`src/hw/rtl/pai_pkg.sv`:
```
// ----------------------------------------------------------------------------
// pai_pkg
// Shared types and constants for the PID controller with an asymmetric
// integral accumulator.
// ----------------------------------------------------------------------------
package pai_pkg;

  // Datapath and register widths.
  localparam int DATA_W    = 16;
  localparam int GAIN_W    = 10;
  localparam int CFG_IDX_W = 3;

  // Fixed guard limit for the integral steps.
  localparam logic signed [DATA_W-1:0] INTEG_LIMIT = 16'sd2047;

  // Register reset values.
  localparam logic [GAIN_W-1:0]        PROP_GAIN_RST  = 10'd10;
  localparam logic [GAIN_W-1:0]        INTEG_GAIN_RST = 10'd1;
  localparam logic [GAIN_W-1:0]        DERIV_GAIN_RST = 10'd2;
  localparam logic signed [DATA_W-1:0] OUT_MIN_RST    = 16'sd0;
  localparam logic signed [DATA_W-1:0] OUT_MAX_RST    = 16'sd2047;

  // Configuration register indexes.
  typedef enum logic [CFG_IDX_W-1:0] {
    REG_PROP_GAIN  = 3'd0,
    REG_INTEG_GAIN = 3'd1,
    REG_DERIV_GAIN = 3'd2,
    REG_OUT_MIN    = 3'd3,
    REG_OUT_MAX    = 3'd4
  } cfg_idx_e;

  // One input item.
  typedef struct packed {
    logic signed [DATA_W-1:0] target;
    logic signed [DATA_W-1:0] measured;
  } sample_t;

  // One result item.
  typedef struct packed {
    logic signed [DATA_W-1:0] drive;
    logic signed [DATA_W-1:0] integ_term;
    logic signed [DATA_W-1:0] err_now;
  } result_t;

  // Configuration register set.
  typedef struct packed {
    logic [GAIN_W-1:0]        prop_gain;
    logic [GAIN_W-1:0]        integ_gain;
    logic [GAIN_W-1:0]        deriv_gain;
    logic signed [DATA_W-1:0] out_min;
    logic signed [DATA_W-1:0] out_max;
  } cfg_regs_t;

  // Controller state carried from one sample to the next.
  typedef struct packed {
    logic signed [DATA_W-1:0] prev_err;
    logic signed [DATA_W-1:0] integ_acc;
  } ctrl_state_t;

endpackage

```
`src/hw/rtl/pai_cfg_regs.sv`:
```
// ----------------------------------------------------------------------------
// pai_cfg_regs
// Configuration register file: gains and clamp limits, written by index.
// ----------------------------------------------------------------------------
module pai_cfg_regs import pai_pkg::*; (
  input  logic                 clk,
  input  logic                 rst,
  input  logic                 wr_en,
  input  logic [CFG_IDX_W-1:0] index,
  input  logic [DATA_W-1:0]    wdata,
  output cfg_regs_t            cfg
);

  // Register writes; indexes past the list are ignored.
  always_ff @(posedge clk) begin
    if (rst) begin
      cfg.prop_gain  <= PROP_GAIN_RST;
      cfg.integ_gain <= INTEG_GAIN_RST;
      cfg.deriv_gain <= DERIV_GAIN_RST;
      cfg.out_min    <= OUT_MIN_RST;
      cfg.out_max    <= OUT_MAX_RST;
    end else if (wr_en) begin
      unique case (cfg_idx_e'(index))
        REG_PROP_GAIN:  cfg.prop_gain  <= wdata[GAIN_W-1:0];
        REG_INTEG_GAIN: cfg.integ_gain <= wdata[GAIN_W-1:0];
        REG_DERIV_GAIN: cfg.deriv_gain <= wdata[GAIN_W-1:0];
        REG_OUT_MIN:    cfg.out_min    <= $signed(wdata);
        REG_OUT_MAX:    cfg.out_max    <= $signed(wdata);
        default: begin
        end
      endcase
    end
  end

endmodule

```
`src/hw/rtl/pai_datapath.sv`:
```
// ----------------------------------------------------------------------------
// pai_datapath
// Single-pass PID arithmetic: error, proportional and derivative terms, the
// asymmetric integral step with its guards, and both clamps.
// ----------------------------------------------------------------------------
module pai_datapath import pai_pkg::*; (
  input  cfg_regs_t   cfg,
  input  sample_t     sample,
  input  ctrl_state_t state,
  output result_t     result,
  output ctrl_state_t state_next
);

  localparam logic signed [DATA_W-1:0] ZERO = '0;

  // Signed value times an unsigned gain, wrapped to the data width.
  function automatic logic signed [DATA_W-1:0] mul_wrap(
    input logic signed [DATA_W-1:0] a,
    input logic [GAIN_W-1:0]        g
  );
    logic signed [DATA_W+GAIN_W:0] p;
    p = a * $signed({1'b0, g});
    return p[DATA_W-1:0];
  endfunction

  // Division by a power of two, truncating toward zero.
  function automatic logic signed [DATA_W-1:0] div_trunc(
    input logic signed [DATA_W-1:0] v,
    input int                       sh
  );
    logic signed [DATA_W:0] x;
    logic signed [DATA_W:0] bias;
    logic signed [DATA_W:0] q;
    x    = {v[DATA_W-1], v};
    bias = (DATA_W+1)'((1 << sh) - 1);
    if (v[DATA_W-1]) begin
      x = x + bias;
    end
    q = x >>> sh;
    return q[DATA_W-1:0];
  endfunction

  // Raise to the lower limit first, then lower to the upper limit.
  function automatic logic signed [DATA_W-1:0] clamp(
    input logic signed [DATA_W-1:0] v,
    input logic signed [DATA_W-1:0] lo,
    input logic signed [DATA_W-1:0] hi
  );
    logic signed [DATA_W-1:0] r;
    r = v;
    if (r < lo) begin
      r = lo;
    end
    if (r > hi) begin
      r = hi;
    end
    return r;
  endfunction

  logic signed [DATA_W-1:0] err;
  logic signed [DATA_W-1:0] err_diff;
  logic signed [DATA_W-1:0] pterm;
  logic signed [DATA_W-1:0] iprod;
  logic signed [DATA_W-1:0] dterm;
  logic signed [DATA_W-1:0] acc_step;
  logic signed [DATA_W-1:0] acc_clamped;
  logic signed [DATA_W-1:0] sum;

  // Error, its change, and the three gain products.
  assign err      = sample.target - sample.measured;
  assign err_diff = err - state.prev_err;
  assign pterm    = mul_wrap(err, cfg.prop_gain);
  assign iprod    = mul_wrap(err, cfg.integ_gain);
  assign dterm    = mul_wrap(err_diff, cfg.deriv_gain);

  // Integral step chosen by the error's sign and its trend.
  always_comb begin
    acc_step = state.integ_acc;
    if (!err[DATA_W-1]) begin
      if (err >= state.prev_err) begin
        if (state.integ_acc < INTEG_LIMIT) begin
          acc_step = state.integ_acc + div_trunc(iprod, 2);
        end
      end else if (state.integ_acc > ZERO) begin
        acc_step = state.integ_acc - div_trunc(iprod, 3);
      end
    end else begin
      if (err > state.prev_err) begin
        if (state.integ_acc < INTEG_LIMIT) begin
          acc_step = state.integ_acc - div_trunc(iprod, 4);
        end
      end else if (state.integ_acc > ZERO) begin
        acc_step = state.integ_acc + div_trunc(iprod, 1);
      end
    end
  end

  assign acc_clamped = clamp(acc_step, cfg.out_min, cfg.out_max);

  // Output sum of the three terms, clamped.
  assign sum = pterm + acc_clamped + dterm;

  assign result.drive      = clamp(sum, cfg.out_min, cfg.out_max);
  assign result.integ_term = acc_clamped;
  assign result.err_now    = err;

  assign state_next.prev_err  = err;
  assign state_next.integ_acc = acc_clamped;

endmodule

```
`src/hw/rtl/pid_asymmetric_integral.sv`:
```
// ----------------------------------------------------------------------------
// pid_asymmetric_integral
// PID controller whose integral accumulator steps by different fractions of
// Ki*e depending on the error's sign and trend, with clamped output.
// ----------------------------------------------------------------------------
//
//   Channel   Direction  Handshake                      Payload
//   sample    in         sample_valid / sample_stall    sample_t (target, measured)
//   result    out        result_valid / result_stall    result_t (drive, integ_term, err_now)
//   cfg       in         cfg_wr_en                      cfg_index, cfg_wdata
//
// An accepted sample is loaded into the input register, and its result into the
// result register when the pipeline advances, which a result-side stall can delay. One
// sample is taken every cycle while the result side does not stall; the limit is the
// integral accumulator loop, which closes through the controller state register.
// Synchronous reset clears the pipeline valids, the error history and the
// accumulator, and loads the register defaults. A stall on the result side
// holds the result register and backs up into the input register.
// ----------------------------------------------------------------------------
module pid_asymmetric_integral import pai_pkg::*; (
  input  logic                 clk,
  input  logic                 rst,
  input  logic                 sample_valid,
  output logic                 sample_stall,
  input  sample_t              sample,
  output logic                 result_valid,
  input  logic                 result_stall,
  output result_t              result,
  input  logic                 cfg_wr_en,
  input  logic [CFG_IDX_W-1:0] cfg_index,
  input  logic [DATA_W-1:0]    cfg_wdata
);

  cfg_regs_t   cfg;
  logic        s1_valid;
  sample_t     s1_sample;
  ctrl_state_t state;
  ctrl_state_t state_next;
  result_t     result_next;
  logic        advance;

  pai_cfg_regs u_cfg_regs (
    .clk   (clk),
    .rst   (rst),
    .wr_en (cfg_wr_en),
    .index (cfg_index),
    .wdata (cfg_wdata),
    .cfg   (cfg)
  );

  pai_datapath u_datapath (
    .cfg        (cfg),
    .sample     (s1_sample),
    .state      (state),
    .result     (result_next),
    .state_next (state_next)
  );

  // Pipeline flow control.
  assign advance      = s1_valid && (!result_valid || !result_stall);
  assign sample_stall = s1_valid && !advance;

  // Input register.
  always_ff @(posedge clk) begin
    if (rst) begin
      s1_valid <= 1'b0;
    end else if (!sample_stall) begin
      s1_valid <= sample_valid;
    end
  end

  always_ff @(posedge clk) begin
    if (!sample_stall && sample_valid) begin
      s1_sample <= sample;
    end
  end

  // Result register and controller state, updated together.
  always_ff @(posedge clk) begin
    if (rst) begin
      result_valid <= 1'b0;
      state        <= '0;
    end else begin
      if (advance) begin
        result_valid <= 1'b1;
        state        <= state_next;
      end else if (!result_stall) begin
        result_valid <= 1'b0;
      end
    end
  end

  always_ff @(posedge clk) begin
    if (advance) begin
      result <= result_next;
    end
  end

  // The held result always reflects the current controller state.
  a_acc_matches : assert property (@(posedge clk) disable iff (rst)
    result_valid |-> result.integ_term == state.integ_acc)
    else $error("integral state differs from the held result");

  a_err_matches : assert property (@(posedge clk) disable iff (rst)
    result_valid |-> result.err_now == state.prev_err)
    else $error("error history differs from the held result");

  // With sane limits the output stays inside them.
  a_drive_range : assert property (@(posedge clk) disable iff (rst)
    (result_valid && cfg.out_min <= cfg.out_max) |->
      (result.drive >= cfg.out_min && result.drive <= cfg.out_max))
    else $error("drive outside the clamp limits");

  // An empty input register never pushes back.
  a_stall_only_full : assert property (@(posedge clk) disable iff (rst)
    !s1_valid |-> !sample_stall)
    else $error("input stalled with an empty input register");

endmodule

```
`config.mk`:
```
export PLATFORM = sky130hd
export DESIGN_NAME = pid_asymmetric_integral
export DESIGN_NICKNAME = d
export VERILOG_FILES = /design/src/hw/rtl/pai_pkg.sv /design/src/hw/rtl/pai_cfg_regs.sv /design/src/hw/rtl/pai_datapath.sv /design/src/hw/rtl/pid_asymmetric_integral.sv
export SDC_FILE = /design/constraint.sdc
export NUM_CORES = 2
export LEC_CHECK = 0
export BUFFER_PORTS_ARGS = -buffer_cell sky130_fd_sc_hd__buf_2
export CAP_MARGIN = 10
export CORE_MARGIN = 1
export CORE_UTILIZATION = 65
export CTS_CLUSTER_DIAMETER = 40
export DETAILED_ROUTE_END_ITERATION = 16
export HOLD_SLACK_MARGIN = 0.1
export PLACE_DENSITY = 0.83
export SETUP_SLACK_MARGIN = 0.3
export SLEW_MARGIN = 10
export SYNTH_ARGS = -nofsm -noshare
export SYNTH_HDL_FRONTEND = slang
export SYNTH_SLANG_ARGS = --single-unit
```
`constraint.sdc`:
```
create_clock -name clk -period 28.6 [get_ports clk]
set_input_delay 2.86 -clock clk [delete_from_list [all_inputs] [get_ports clk]]
set_output_delay 2.86 -clock clk [all_outputs]
set_load 0.05 [all_outputs]
```
==> results.py <==
metrics = {
    "clocking": {
        "numCtsBuffers": 17,
        "cts.clk_slew.worst_paths_ps": 70,
        "insertion_delay_ps": 470,
        "clockBufferDepth": 2,
        "cts_tree": "built",
        "postCtsHoldBufs": 0,
        "htreeDepth": 4,
        "post_cts_resized": 0,
        "cts-root-buf": "clkbuf_16",
        "cts_setup_buffers": 0,
        "cts_num_sinks": 176,
    },
    "final_layout": {
        "n_antenna_cell": 0,
        "fillers": 2849,
        "nets": 3493,
        "drive_above_1_share_pct": 7.92,
        "area_growth_pct": 6.18,
    },
    "worst_setup_path": {
        "path_max_fanout": 18,
        "setup.worst_path.start": "s1_sample[16]",
        "path_delay_family": "compound AO/OA/AOI/OAI gates",
        "start_kind": "flip-flop",
        "reg2reg_slack_ps": 3240,
        "cp.buffers_inverters": 6,
        "regToRegEndpoint": "result[37]",
        "ff2ff_path_depth": 96,
        "crit_required_ps": 28810,
        "worst_setup_path_end_kind": "flip-flop",
        "slowest_delay_ps": 930,
        "worstPathArrival_ps": 25570,
        "crit_slowest_cell": "mux2i_1",
        "reg2reg_from": "s1_sample[16]",
        "criticalPathCategory": "reg2reg",
        "cpMostUsedCell": "xnor2_1",
    },
    "placement": {
        "dpl_worst_slack_ps": 3690,
        "port_buffers": 105,
        "place_congestion": 1.01,
        "dp_hpwl_um": 58900,
    },
    "sta": {
        "setup_tns_ps": 0,
        "finalClockSkew_ps": 16.3,
        "finalSetupViolations": 0,
        "relSlewSlack_pct": 21.0,
        "final.min_clock_period_ps": 25360,
        "final_hold_viol_count": 0,
        "timing.fmax_mhz": 39.4,
        "fin_crit_sh_pct": 88.7,
        "rsz0062_at_grt": "no",
        "setup_slack_ps": 3240,
        "worstMarginPinSlew_ps": 1180,
        "drv_slew": 0,
    },
    "detailed_routing": {
        "wl_per_cell_um": 21.8,
        "first_pass_iters": 6,
        "drtIter0Drc": 1683,
        "drc": 0,
        "ant_nets": 0,
        "num_vias": 21100,
        "vias_per_cell": 6.16,
        "totalWireLength_um": 74900,
    },
    "die": {
        "die_y_um": 197,
        "fp.dieW_um": 197,
        "initial_core_util_pct": 66.5,
        "die-area_um2": 38600,
        "ios": 106,
        "rows": 70,
        "core_area_um2": 37000,
    },
    "grt": {
        "grt_max_degree": 97,
        "grt_pass1_vias": 21600,
        "antenna_found_initial": 1,
        "overflow": 0,
        "grt_pass1_wl_um": 117000,
        "grt_usage_pct": 39.8,
    },
    "synthesis": {
        "synth_adder_area_share_pct": 34.3,
        "syn_area_um2": 24600,
        "synth-compound-area-share_pct": 12.2,
        "synth.area.top_cells": "fa_1, ha_1, edfxtp_1, dfxtp_1, nand2_1",
        "yosysMostFrequentCell": "nand2_1",
        "syn_nets": 3455,
        "async_flop_share_pct": 0,
        "synth-xor-area-share_pct": 7.12,
        "yosysSeqAreaShare_pct": 17.6,
        "avgSynthCellArea_um2": 8.55,
        "synthMuxAreaShare_pct": 2.54,
        "yosys_register_bits": 176,
        "synth_flop_cell": "dfxtp_1",
        "synth_cell_types": 82,
        "syn_inst": 2877,
        "yosysWarnings": 0,
        "synth_commonest_cells": "nand2_1, inv_1, ha_1",
        "synth_edf_count": 80,
        "yosys.area_share.simple_pct": 18.4,
        "yosysTopAreaCell": "fa_1",
        "synth_top_area_share_pct": 20.6,
        "synth_top_family_by_area": "adder cells",
    },
    "job": {
        "drv_cap": 0,
    },
    "outcome": {
        "outcome": "completed",
    },
    "worst_hold_path": {
        "hp-class": "reg2reg",
        "hold-path-endpoint": "state[18]",
        "hold_path.startpoint": "state[18]",
        "hold_path_depth": 2,
    },
}
[through the flow]
stage	hold WS (ps)	instances	util, %	instance area [um2]
final	453	3432	70.6	26100
after global routing	485	3432	70.6	26100
after CTS	457	3432	70.6	26100
after detailed placement	447	3400	69.0	25500
after global placement	442	3400	69.0	25500
after floorplan	436	2877	-	24600
[placed cells by master (no fill, tap or decap), types with 10 or more instances in the layout]
| cell type | n |
|---|---|
| edfxtp_1 | 80 |
| o21ai_0 | 75 |
| nor3_1 | 39 |
| a211oi_1 | 24 |
| ha_1 | 269 |
| nand3b_1 | 22 |
| nand4_1 | 20 |
| inv_1 | 404 |
| nor2b_1 | 65 |
| buf_2 | 105 |
| nand2b_1 | 27 |
| clkbuf_16 | 17 |
| nand2_1 | 438 |
| nor2_1 | 123 |
| or3_1 | 10 |
| buf_4 | 20 |
| xor2_1 | 47 |
| a22oi_1 | 10 |
| and2_1 | 120 |
| mux2_2 | 47 |
| a21o_1 | 41 |
| o21a_1 | 23 |
| xnor2_1 | 131 |
| dfxtp_1 | 96 |
| a221oi_1 | 10 |
| a21oi_1 | 187 |
| and3_1 | 22 |
| o211ai_1 | 12 |
| nand3_1 | 32 |
| fa_1 | 253 |
| o21bai_1 | 15 |
[flip-flops by register name, indices dropped and copies added (netlist names)]
signal / flops
result: 48
result_valid: 1
s1_sample: 32
s1_valid: 1
state: 32
u_cfg_regs.cfg: 62
[worst max path at each step]
| stage | to | slack, ps | cells after the start |
|---|---|---|---|
| after global placement | result[33] | 4530 | 94 |
| final | result[37] | 3240 | 96 |
| after floorplan | result[39] | 6090 | 104 |
| after global routing | result[39] | 1630 | 95 |
| after CTS | result[38] | 3600 | 95 |
| after detailed placement | result[38] | 3690 | 95 |
[layout make-up]
class | count | area, um2 | area share, %
Clock buffer | 19 | 433 | 1.66
Clock inverter | 13 | 159 | 0.609
Inverter | 407 | 1530 | 5.86
Multi-Input combinational cell | 2188 | 18400 | 70.3
Sequential cell | 176 | 4320 | 16.6
Tap cell | 504 | 631 | 2.42
Timing Repair Buffer | 125 | 676 | 2.59
[layer usage]
metal	vias to the layer above	GRT usage [%]	wire length [um]
met5	-	0	11
met2	1143	64.2	34200
met1	10200	50.2	29600
met3	266	7.96	6760
li1	9539	-	-
met4	2	22.3	4300
[tightest hold or removal path: stages (launching register included)]
cell and delay, ps:
dfxtp_1 310, nand2_1 50, a21oi_1 50
[cells by family (layout without fill, tap and decap cells)]
logic type                 Yosys count  in the layout
DFF                                176            176
xor gates and xnor gates           188            188
and+or+nand+nor                    950            950
AOI/OAI and AO/OA                  472            472
muxes                               56             56
adders and majority gates          522            522
buffers and inverters              513            564
Power is not shown: default switching activity piles up to over one toggle a cycle in this logic, so the estimate is an artifact.
